===== config.mk =====
export PLATFORM = sky130hd
export DESIGN_NAME = sorted_set_table
export DESIGN_NICKNAME = d
export VERILOG_FILES = /design/src/design/sst_pkg.sv /design/src/design/sst_ram.sv /design/src/design/sst_ctrl.sv /design/src/design/sorted_set_table.sv
export SDC_FILE = /design/constraint.sdc
export NUM_CORES = 1
export LEC_CHECK = 0
export BUFFER_PORTS_ARGS = -buffer_cell sky130_fd_sc_hd__buf_4
export CORE_AREA = 4 4 199 201
export CTS_CLUSTER_DIAMETER = 30
export DETAILED_ROUTE_END_ITERATION = 8
export DIE_AREA = 0 0 203 205
export PLACE_DENSITY = 0.71
export SYNTH_ARGS = -nofsm -noshare
export SYNTH_HDL_FRONTEND = slang
export SYNTH_HIERARCHICAL = 1
export SYNTH_SLANG_ARGS = --single-unit

===== constraint.sdc =====
create_clock -name clk -period 10.5 [get_ports clk]
set_clock_uncertainty 0.1 [all_clocks]
set_input_delay 0 -clock clk [delete_from_list [all_inputs] [get_ports clk]]
set_output_delay 0 -clock clk [all_outputs]
set_load 0.02 [all_outputs]

===== src/design/sst_pkg.sv =====
// Shared types, constants and helpers for the sorted set table.
`timescale 1ns / 1ps

package sst_pkg;

	localparam int CAPACITY = 8;
	localparam int IDX_W = $clog2(CAPACITY);
	localparam int CNT_W = $clog2(CAPACITY + 1);
	localparam int VAL_W = 32;
	localparam int POS_W = 4;
	localparam int OCC_W = 4;

	typedef enum logic [1:0] {
		KIND_ADD    = 2'd0,
		KIND_DELETE = 2'd1,
		KIND_SEARCH = 2'd2,
		KIND_SHOW   = 2'd3
	} kind_t;

	typedef enum logic [2:0] {
		STAT_OK       = 3'd0,
		STAT_ZERO     = 3'd1,
		STAT_FULL     = 3'd2,
		STAT_DUP      = 3'd3,
		STAT_EMPTY    = 3'd4,
		STAT_NOTFOUND = 3'd5
	} status_t;

	typedef enum logic [3:0] {
		ST_IDLE,
		ST_SCAN_RD,
		ST_SCAN_CHK,
		ST_SHIFT_RD,
		ST_SHIFT_WR,
		ST_PUT,
		ST_SHOW_RD,
		ST_SHOW_LD,
		ST_DONE
	} state_t;

	typedef struct packed {
		status_t           status;
		logic [POS_W-1:0]  position;
		logic [VAL_W-1:0]  element;
		logic [OCC_W-1:0]  occupancy;
		logic              last;
	} res_t;

	typedef struct packed {
		logic              en;
		logic [IDX_W-1:0]  addr;
		logic [VAL_W-1:0]  data;
	} ram_wr_t;

	function automatic res_t make_res(status_t st, logic [CNT_W-1:0] pos,
			logic [VAL_W-1:0] elem, logic [CNT_W-1:0] occ, logic lst);
		res_t r;
		r.status    = st;
		r.position  = POS_W'(pos);
		r.element   = elem;
		r.occupancy = OCC_W'(occ);
		r.last      = lst;
		return r;
	endfunction

endpackage


===== src/design/sst_ram.sv =====
// Generic single-write, single-read memory with a registered read port.
`timescale 1ns / 1ps

module sst_ram #(
	parameter int WIDTH = 32,
	parameter int DEPTH = 8
) (
	input  logic                     clk,
	input  logic                     we,
	input  logic [$clog2(DEPTH)-1:0] waddr,
	input  logic [WIDTH-1:0]         wdata,
	input  logic [$clog2(DEPTH)-1:0] raddr,
	output logic [WIDTH-1:0]         rdata
);

	logic [WIDTH-1:0] mem_q [DEPTH];

	always_ff @(posedge clk) begin
		if (we) begin
			mem_q[waddr] <= wdata;
		end
		rdata <= mem_q[raddr];
	end

endmodule


===== src/design/sst_ctrl.sv =====
// Sequencer that scans, shifts and streams the table entries held in memory.
`timescale 1ns / 1ps

module sst_ctrl (
	input  logic                         clk,
	input  logic                         arst_n,
	input  logic                         in_valid,
	output logic                         in_ready,
	input  logic [1:0]                   in_kind,
	input  logic [sst_pkg::VAL_W-1:0]    in_value,
	output logic                         res_valid,
	input  logic                         res_ready,
	output sst_pkg::res_t                res,
	output sst_pkg::ram_wr_t             ram_wr,
	output logic [sst_pkg::IDX_W-1:0]    ram_raddr,
	input  logic [sst_pkg::VAL_W-1:0]    ram_rdata
);
	import sst_pkg::*;

	state_t            state_q, state_d;
	kind_t             kind_q, kind_d;
	logic [VAL_W-1:0]  value_q, value_d;
	logic [CNT_W-1:0]  count_q, count_d;
	logic [CNT_W-1:0]  i_q, i_d;
	logic [IDX_W-1:0]  pos_q, pos_d;
	res_t              res_q, res_d;

	logic              eq, gt, at_end;
	logic [CNT_W-1:0]  i_inc, i_dec, cnt_inc, cnt_dec;

	assign i_inc   = i_q + CNT_W'(1);
	assign i_dec   = i_q - CNT_W'(1);
	assign cnt_inc = count_q + CNT_W'(1);
	assign cnt_dec = count_q - CNT_W'(1);
	assign eq      = (ram_rdata == value_q);
	assign gt      = ($signed(value_q) < $signed(ram_rdata));
	assign at_end  = (i_inc == count_q);

	assign in_ready  = (state_q == ST_IDLE);
	assign res_valid = (state_q == ST_DONE);
	assign res       = res_q;

	always_ff @(posedge clk or negedge arst_n) begin
		if (!arst_n) begin
			state_q <= ST_IDLE;
			count_q <= '0;
		end else begin
			state_q <= state_d;
			count_q <= count_d;
		end
	end

	always_ff @(posedge clk) begin
		kind_q  <= kind_d;
		value_q <= value_d;
		i_q     <= i_d;
		pos_q   <= pos_d;
		res_q   <= res_d;
	end

	always_comb begin
		state_d   = state_q;
		kind_d    = kind_q;
		value_d   = value_q;
		count_d   = count_q;
		i_d       = i_q;
		pos_d     = pos_q;
		res_d     = res_q;
		ram_wr    = '0;
		ram_raddr = i_q[IDX_W-1:0];
		unique case (state_q)
			ST_IDLE: begin
				if (in_valid) begin
					kind_d  = kind_t'(in_kind);
					value_d = in_value;
					i_d     = '0;
					pos_d   = '0;
					state_d = ST_DONE;
					unique case (kind_t'(in_kind))
						KIND_ADD: begin
							if (in_value == '0) begin
								res_d = make_res(STAT_ZERO, '0, in_value, count_q, 1'b1);
							end else if (count_q >= CNT_W'(CAPACITY)) begin
								res_d = make_res(STAT_FULL, '0, in_value, count_q, 1'b1);
							end else if (count_q == '0) begin
								state_d = ST_PUT;
							end else begin
								state_d = ST_SCAN_RD;
							end
						end
						KIND_DELETE: begin
							if (count_q == '0) begin
								res_d = make_res(STAT_EMPTY, '0, in_value, '0, 1'b1);
							end else begin
								state_d = ST_SCAN_RD;
							end
						end
						KIND_SEARCH: begin
							if (count_q == '0) begin
								res_d = make_res(STAT_NOTFOUND, '0, in_value, count_q, 1'b1);
							end else begin
								state_d = ST_SCAN_RD;
							end
						end
						KIND_SHOW: begin
							if (count_q == '0) begin
								res_d = make_res(STAT_EMPTY, '0, '0, '0, 1'b1);
							end else begin
								state_d = ST_SHOW_RD;
							end
						end
						default: state_d = ST_IDLE;
					endcase
				end
			end
			ST_SCAN_RD: begin
				state_d = ST_SCAN_CHK;
			end
			ST_SCAN_CHK: begin
				unique case (kind_q)
					KIND_ADD: begin
						if (eq) begin
							res_d   = make_res(STAT_DUP, '0, value_q, count_q, 1'b1);
							state_d = ST_DONE;
						end else if (gt) begin
							pos_d   = i_q[IDX_W-1:0];
							i_d     = count_q;
							state_d = ST_SHIFT_RD;
						end else if (at_end) begin
							pos_d   = IDX_W'(count_q);
							state_d = ST_PUT;
						end else begin
							i_d     = i_inc;
							state_d = ST_SCAN_RD;
						end
					end
					KIND_DELETE: begin
						if (eq) begin
							pos_d = i_q[IDX_W-1:0];
							if (at_end) begin
								count_d = cnt_dec;
								res_d   = make_res(STAT_OK, i_q, value_q, cnt_dec, 1'b1);
								state_d = ST_DONE;
							end else begin
								state_d = ST_SHIFT_RD;
							end
						end else if (gt || at_end) begin
							res_d   = make_res(STAT_NOTFOUND, '0, value_q, count_q, 1'b1);
							state_d = ST_DONE;
						end else begin
							i_d     = i_inc;
							state_d = ST_SCAN_RD;
						end
					end
					KIND_SEARCH: begin
						if (eq) begin
							res_d   = make_res(STAT_OK, i_q, value_q, count_q, 1'b1);
							state_d = ST_DONE;
						end else if (gt || at_end) begin
							res_d   = make_res(STAT_NOTFOUND, '0, value_q, count_q, 1'b1);
							state_d = ST_DONE;
						end else begin
							i_d     = i_inc;
							state_d = ST_SCAN_RD;
						end
					end
					default: state_d = ST_IDLE;
				endcase
			end
			ST_SHIFT_RD: begin
				ram_raddr = (kind_q == KIND_ADD) ? i_dec[IDX_W-1:0] : i_inc[IDX_W-1:0];
				state_d   = ST_SHIFT_WR;
			end
			ST_SHIFT_WR: begin
				ram_wr.en   = 1'b1;
				ram_wr.addr = i_q[IDX_W-1:0];
				ram_wr.data = ram_rdata;
				if (kind_q == KIND_ADD) begin
					i_d     = i_dec;
					state_d = (i_dec == CNT_W'(pos_q)) ? ST_PUT : ST_SHIFT_RD;
				end else begin
					i_d = i_inc;
					if ((i_inc + CNT_W'(1)) == count_q) begin
						count_d = cnt_dec;
						res_d   = make_res(STAT_OK, CNT_W'(pos_q), value_q, cnt_dec, 1'b1);
						state_d = ST_DONE;
					end else begin
						state_d = ST_SHIFT_RD;
					end
				end
			end
			ST_PUT: begin
				ram_wr.en   = 1'b1;
				ram_wr.addr = pos_q;
				ram_wr.data = value_q;
				count_d     = cnt_inc;
				res_d       = make_res(STAT_OK, CNT_W'(pos_q), value_q, cnt_inc, 1'b1);
				state_d     = ST_DONE;
			end
			ST_SHOW_RD: begin
				state_d = ST_SHOW_LD;
			end
			ST_SHOW_LD: begin
				res_d   = make_res(STAT_OK, i_q, ram_rdata, count_q, at_end);
				state_d = ST_DONE;
			end
			ST_DONE: begin
				if (res_ready) begin
					if (kind_q == KIND_SHOW && !res_q.last) begin
						i_d     = i_inc;
						state_d = ST_SHOW_RD;
					end else begin
						state_d = ST_IDLE;
					end
				end
			end
			default: state_d = ST_IDLE;
		endcase
	end

	a_count_bound: assert property (@(posedge clk) disable iff (!arst_n)
		count_q <= CNT_W'(CAPACITY))
		else $error("entry count exceeds capacity");

	a_count_step: assert property (@(posedge clk) disable iff (!arst_n)
		(state_q != ST_IDLE) |=> (count_q == $past(count_q) ||
			count_q == $past(count_q) + CNT_W'(1) || count_q + CNT_W'(1) == $past(count_q)))
		else $error("entry count moved by more than one");

	a_last_ends: assert property (@(posedge clk) disable iff (!arst_n)
		(res_valid && res_ready && res_q.last) |=> (state_q == ST_IDLE))
		else $error("sequencer did not return to idle after final result");

	a_no_write_idle: assert property (@(posedge clk) disable iff (!arst_n)
		ram_wr.en |-> (state_q == ST_SHIFT_WR || state_q == ST_PUT))
		else $error("memory written outside shift or insert");

endmodule


===== src/design/sorted_set_table.sv =====
// Top level of the sorted set table: memory, sequencer and output register.
//
// A bounded set of distinct nonzero signed values kept in ascending order.
// Input channel (in_valid/in_ready, kind, value) takes one command at a time:
// add, delete, search or show. Output channel (out_valid/out_ready) delivers
// result transfers with status, position, element, occupancy and last.
// Add, delete and search give one transfer; show gives one per stored entry,
// or a single empty result.
// Results decided at once go straight to the done state. Otherwise each
// entry scanned passes a read and a check state, each entry shifted a
// read and a write state, and an insert a write state; show passes a read,
// a load and the done state per entry. The entry memory has a single read port.
// A new command is taken once the previous one has handed its final result
// to the output register, even while that result waits for the receiver.
// When the receiver stalls, the output register holds its result and the
// sequencer waits with the next one. Reset empties the set; the memory
// itself is not cleared, as only entries below the count are ever read.
`timescale 1ns / 1ps

module sorted_set_table (
	input  logic                          clk,
	input  logic                          arst_n,
	input  logic                          in_valid,
	output logic                          in_ready,
	input  logic [1:0]                    kind,
	input  logic signed [sst_pkg::VAL_W-1:0] value,
	output logic                          out_valid,
	input  logic                          out_ready,
	output logic [2:0]                    status,
	output logic [sst_pkg::POS_W-1:0]     position,
	output logic signed [sst_pkg::VAL_W-1:0] element,
	output logic [sst_pkg::OCC_W-1:0]     occupancy,
	output logic                          last
);
	import sst_pkg::*;

	logic              res_valid, res_ready;
	res_t              res;
	ram_wr_t           ram_wr;
	logic [IDX_W-1:0]  ram_raddr;
	logic [VAL_W-1:0]  ram_rdata;
	logic              out_valid_q;
	res_t              out_res_q;

	sst_ram #(
		.WIDTH(VAL_W),
		.DEPTH(CAPACITY)
	) u_ram (
		.clk   (clk),
		.we    (ram_wr.en),
		.waddr (ram_wr.addr),
		.wdata (ram_wr.data),
		.raddr (ram_raddr),
		.rdata (ram_rdata)
	);

	sst_ctrl u_ctrl (
		.clk       (clk),
		.arst_n    (arst_n),
		.in_valid  (in_valid),
		.in_ready  (in_ready),
		.in_kind   (kind),
		.in_value  (value),
		.res_valid (res_valid),
		.res_ready (res_ready),
		.res       (res),
		.ram_wr    (ram_wr),
		.ram_raddr (ram_raddr),
		.ram_rdata (ram_rdata)
	);

	assign res_ready = !out_valid_q || out_ready;

	always_ff @(posedge clk or negedge arst_n) begin
		if (!arst_n) begin
			out_valid_q <= 1'b0;
		end else if (res_valid && res_ready) begin
			out_valid_q <= 1'b1;
		end else if (out_ready) begin
			out_valid_q <= 1'b0;
		end
	end

	always_ff @(posedge clk) begin
		if (res_valid && res_ready) begin
			out_res_q <= res;
		end
	end

	assign out_valid = out_valid_q;
	assign status    = out_res_q.status;
	assign position  = out_res_q.position;
	assign element   = out_res_q.element;
	assign occupancy = out_res_q.occupancy;
	assign last      = out_res_q.last;

endmodule


-- Yosys cells after proc, flatten, opt, wreduce, memory -nomap -nowiden
Memory sizes are Yosys's and may differ from the RTL's. A register that Yosys moved wholly into a read port is not among the register bits.
Index checks and enable logic that the tools add are counted.
- input port bits: 38
- RAM bits: 256
- word-level logic and storage cells: 159
- flip-flop bits (word level): 138
- memories kept: 1
- output and inout port bits: 46
- memory list (memory ; depth ; width ; read ports ; clocked after Yosys merged registers in ; write ports ; line ; RTL):
    u_ram.mem_q ; 8 ; 32 ; 1 ; 1 ; 1 ; sst_ram.sv:16 ; logic [WIDTH-1:0] mem_q [DEPTH];
- reductions and logical operators: 25
- add/sub/neg operators: 5
- equal/unequal tests: 41
- mux-type cells: 68
- order comparisons: 2
- operators by type and width (kind ; count):
    44-bit 2-to-1 mux ; 13
    44-bit case mux with 5 select lines ; 1
    44-bit case mux with 4 select lines ; 1
    44-bit case mux with 3 select lines ; 1
    4-bit 2-to-1 mux ; 28
    36-bit case mux with 2 select lines ; 1
    4-bit case mux with 3 select lines ; 3
    3-bit 2-to-1 mux ; 11
    32-bit equality test ; 1
    32-bit zero test ; 1
    32-bit less-than comparator ; 1
    4-bit case mux with 8 select lines ; 1
    3-bit by 2-bit inequality test with 1-bit output, second input constant ; 7
    4-bit by 3-bit equality test with 1-bit output, second input constant ; 4
    4-bit case mux with 4 select lines ; 1
    4-bit by 1-bit adder with 4-bit output, second input constant ; 3
    4-bit by 2-bit inequality test with 1-bit output, second input constant ; 3
    3-bit case mux with 2 select lines ; 2
    6-bit AND reduction ; 2
    11-bit AND reduction ; 1
    2-bit by 1-bit inequality test with 1-bit output, second input constant ; 5
    3-bit inequality test, second input constant ; 3
    9-bit AND reduction ; 1
    2-bit equality test, second input constant ; 4
    other kinds (24) ; 42

-- Logic depth before layout (Yosys ltp)
- word-level depth: 7
- mapped depth: 12
- mapped depth without buffers: 9

-- By module
The synthesis kept the hierarchy.
- by module, submodules not included (module ; area an instance (µm²) ; sequential area each (µm²) ; cells each ; times used):
    sst_ram ; 10466.3 ; 8328.0 ; 415 ; 1
    sst_ctrl ; 6947.9 ; 2752.6 ; 749 ; 1
    sorted_set_table ; 1375.1 ; 1346.3 ; 48 ; 1

-- Worst setup path after synthesis
Ideal clock, no wire load.
- kind: register to register
- start point: reg u_ctrl.state_q[2]
- end point: mem u_ram.mem_q[4][0], enable pin
- cell stages (with the launch flop): 10
- period minus slack after synthesis: 4648 ps
- path buffers: 3
- data arrival time: 4087 ps
- slack: 5852 ps
- cell sequence: dfrtp_1 > nor2b_1 > clkbuf_1 > and3_1 > buf_1 > buf_1 > nand2_1 > o21ai_0 > nand2_1 > nor3_1
- RTL lines (item ; line ; RTL):
    start: declaration ; sst_ctrl.sv:20 ; state_t state_q, state_d;
    start signal: assignment ; sst_ctrl.sv:48 ; state_q <= state_d;
    end: declaration ; sst_ram.sv:16 ;

-- Final worst setup path
- start point: reg u_ctrl.value_q[31]
- end point: reg u_ctrl.res_q, in the netlist u_ctrl/res[43], enable pin
- cells in the longest elaborated chain, start to end: 3
- elaborated cells on any way between the ends: 4
- classes of those cells: eq/ne: 3; reduce/logical: 1
- RTL lines (item ; line ; RTL):
    start: declaration ; sst_ctrl.sv:22 ; logic [VAL_W-1:0] value_q, value_d;
    start signal: assignment ; sst_ctrl.sv:55 ; value_q <= value_d;
    32-bit equality test * ; sst_ctrl.sv:35 ; assign eq = (ram_rdata == value_q);
    4-bit inequality test (no source line) / 3-bit by 2-bit inequality test with 1-bit output (equally long branches) ; -- ;
    11-bit AND reduction (no source line) * ; -- ;
    end signal: assignment ; sst_ctrl.sv:58 ; res_q <= res_d;
    end: declaration ; sst_ctrl.sv:26 ; res_t res_q, res_d;
Every way passes the cells marked *; elsewhere a longest branch is shown, timed or not.
A chain may end at the register's enable or synchronous reset.

==> parameters.txt <==
Parameter                              Value

Outcome
  Outcome ... finished, final reports clean

Critical path
  Highest cell delay on the worst timing path ... 810 ps
  Slowest-stage cell, CP ... sky130_fd_sc_hd__nor4_1
  Cell family with most CP delay ... simple AND/OR/NAND/NOR gates
  Buffers plus inverters on the worst setup path ... 1
  Critical Path Sink Type ... register
  Kind of critical path ... reg2reg
  Startpoint types ... register
  Data arrival time of the critical path ... 4530 ps
  Biggest fanout along the worst timing path ... 28
  Critical path required time ... 10610 ps
  Critical-path cell list ... ha_1 -> nand4_1 -> nor4_1 -> nand3_1 -> a31oi_1 -> and3_2 -> buf_4
  Reg2reg setup slack ... 6080 ps

Global route
  Grt met3 use ... 5.49%
  Met1 Resource Use GR ... 31.6%
  Met2 track demand over resource ... 36.8%
  Global routing usage summed across all routing layers ... 23.2%
  First-pass GRT wire length ... 73100 um
  Layer with the highest usage ... met2
  Via count of the first global-routing pass ... 12300
  Initial antenna violation count ... 1
  Sum of overflow across all layers after global routing ... 0
  Maximum number of pins on one net before global-route repair ... 65

Hold path
  Tightest Hold Check Type ... in2reg

Placement
  Global placement routability congestion ... 0.897
  Count of buffers inserted at the top-level ports ... 83
  Placed Area ... 0.0199 mm2
  Worst slack at placement ... 6280 ps
  Detailed placer's ending HPWL ... 28200 um

Clock tree
  Root cell of the clock tree ... sky130_fd_sc_hd__clkbuf_16
  Total CTS buffers ... 85
  Reg clk slew, reported paths ... 50 ps
  Number of H-tree branching levels ... 3
  TritonCTS clock tree ... yes
  Max Root-Sink Buffers ... 3
  Total number of clock tree sinks ... 426
  Number of buffers added for setup after CTS ... 0
  Post-cts gate resize count ... 0
  Source-to-sink clock delay at the later pin of the worst-skew pair ... 600 ps

Finish
  Commonest cells after routing, fill and taps aside ... sky130_fd_sc_hd__edfxtp_1, sky130_fd_sc_hd__buf_4, sky130_fd_sc_hd__clkbuf_16
  Nets ... 1454
  Area delta synth->final ... 23.8%
  Share of post-route cells with drive strength above 1 ... 22.9%
  Number of inserted diodes ... 0
  Leading cell type in the layout, fill and taps excluded ... sky130_fd_sc_hd__edfxtp_1
  Cell area after layout ... 0.0233 mm2

Routing
  Mean number of vias per cell ... 6.14
  Total via count in the routed design ... 12000
  Final routed wirelength across all metal layers ... 48400 um
  Iteration-0 DRC Markers ... 1605
  Post-route ant nets ... 0
  Per-cell routed wire length ... 24.8 um
  Number of optimization iterations in the first detailed-route pass ... 7
  Residual DRC ... 0

Logic synthesis
  Mean cell area of the mapped netlist ... 15.5 um2
  Cell variety after synth ... 69
  Count of mapped cells out of synthesis ... 1212
  Top flip-flop cell by instance count after synthesis ... sky130_fd_sc_hd__edfxtp_1
  Post-synthesis register bit count ... 426
  Portion of the post-synthesis area used by sequential elements ... 66.1%
  Net count after synthesis ... 1299
  Count of flip-flops with a built-in enable after synthesis ... 385
  Warnings from Yosys ... 6
  Async set-reset flop share out of synthesis ... 2.11%
  Cell Area, Synth ... 0.0188 mm2

Die
  Die area ... 0.0416 mm2
  I/O pin count ... 84
  Starting utilization of the core area ... 50.0%
  Site Rows ... 71
  Floorplan die width ... 203 um
  Die height ... 205 um
  Core ar. ... 0.0376 mm2

STA
  Normalized max-slew margin ... 13.6%
  Accumulated negative setup slack ... 0 ps
  Pin slew with the least headroom to its limit ... 1290 ps
  Setup-violating endpoint count in the final report ... 0
  Max Clock Freq ... 0.226 GHz
  Final min period ... 4420 ps
  Portion of the clock cycle consumed by the worst path in the final layout ... 42.1%
  Final worst-path setup slack ... 6080 ps
  RSZ-0062 raised after global routing ... false
  Number of hold-slack violations in the final timing report ... 0
  Count of final max-slew check failures ... 0

Power
  Combinational share of power ... 27.8%
  Static Leak ... 8.61 nW
  Share of total power in sequential cells ... 35.0%
  Sw frac ... 32.9%
  Switching Power ... 2.44 mW
  Power density cells ... 319 mW/mm2
  Clock group share of total power ... 37.1%
  Peak supply drop ... 0.000181 V
  Total internal power ... 4.98 mW

Flow run
  Number of maximum-capacitance constraint violations ... 0
## power by group through the flow
| stage | Sequential, mW | Combinational, mW | Clock, mW |
|---|---|---|---|
| floorplan | 2.52 | 1.48 | 0 |
| detailed placement | 2.61 | 2.01 | 0 |
| finish | 2.60 | 2.06 | 2.75 |
| CTS | 2.59 | 2.05 | 2.78 |
| global route | 2.63 | 2.23 | 2.88 |
| global placement | 2.61 | 1.99 | 0 |
## Yosys cell counts, types with 15 or more instances
cell                       instances  share of area [%]
sky130_fd_sc_hd__a221o_1          32                1.7
sky130_fd_sc_hd__nor2_1           43               0.86
sky130_fd_sc_hd__ha_1             49                3.3
sky130_fd_sc_hd__nand2_1          75                1.5
sky130_fd_sc_hd__mux2_2           34                2.0
sky130_fd_sc_hd__xnor2_1          15               0.70
sky130_fd_sc_hd__edfxtp_1        385                 62
sky130_fd_sc_hd__o21ai_0          64                1.7
sky130_fd_sc_hd__mux4_1           40                5.6
sky130_fd_sc_hd__nor3_1           15               0.40
sky130_fd_sc_hd__clkbuf_1         39               0.78
sky130_fd_sc_hd__mux4_2           24                2.9
sky130_fd_sc_hd__a21oi_1          45                1.2
sky130_fd_sc_hd__dfxtp_1          32                3.4
sky130_fd_sc_hd__a222oi_1         31                1.7
sky130_fd_sc_hd__inv_1            82                1.6
## worst paths after layout
check,startpoint,endpoint,cells after the start
setup / recovery,u_ctrl/value_q[31],u_ctrl/res[43],7
hold / removal,value[14],u_ctrl/value_q[14],2
setup reg to reg,u_ctrl/value_q[31],u_ctrl/res[43],7
hold reg to reg,u_ctrl/res[43],status[2],0
max in group asynchronous,arst_n,u_ctrl/state_q[1],3
min in group asynchronous,arst_n,u_ctrl/count_q[2],3
## registers in the layout, indices dropped and copies added (netlist names)
| name | flops |
|---|---|
| element | 32 |
| last | 1 |
| occupancy | 4 |
| out_valid | 1 |
| position | 4 |
| status | 3 |
| u_ctrl/count_q | 4 |
| u_ctrl/i_q | 4 |
| u_ctrl/kind_q | 2 |
| u_ctrl/pos_q | 3 |
| u_ctrl/res | 44 |
| u_ctrl/state_q | 4 |
| u_ctrl/value_q | 32 |
| u_ram/mem_q | 256 |
| u_ram/rdata | 32 |
## layer usage
layer  part of all wire [%]  wire length (um)  vias up
li1                       -                 -     5193
met1                     40             19400     5941
met2                     47             22900      716
met3                    9.5              4620      124
met4                    3.1              1490        0
met5                      0                 0        -
## layout make-up
cell class,instances,area [um2]
Fill cell,2696,14300
Sequential cell,426,12400
Multi-Input combinational cell,630,5750
Clock buffer,103,2270
Timing Repair Buffer,140,1150
Clock inverter,56,716
Tap cell,511,639
Inverter,84,315
## metrics by stage
step           total power [mW]  hold WS, ps  std cells  utilization (%)
2_1_floorplan              4.00         -396       1212                -
3_5_place_dp               4.62         -259       1753             53.0
4_1_cts                    7.42         44.5       1950             61.9
3_3_place_gp               4.60         -261       1753             53.0
6_report                   7.42         69.3       1950             61.9
5_1_grt                    7.73         53.4       1950             61.9
## logic make-up after synthesis
logic type | share of synthesized area (%)
buffers and inverters | 3.76
DFF | 66.1
and+or+nand+nor | 5.46
AOI/OAI and AO/OA | 9.57
adders and majority gates | 3.26
xor gates and xnor gates | 1.15
muxes | 10.7
## repair_timing
item,CTS,global route
endpoints found under the hold margin,85,0
hold buffers,38,0
endpoints found under the setup margin,0,0
(Power assumes the default switching activity.)
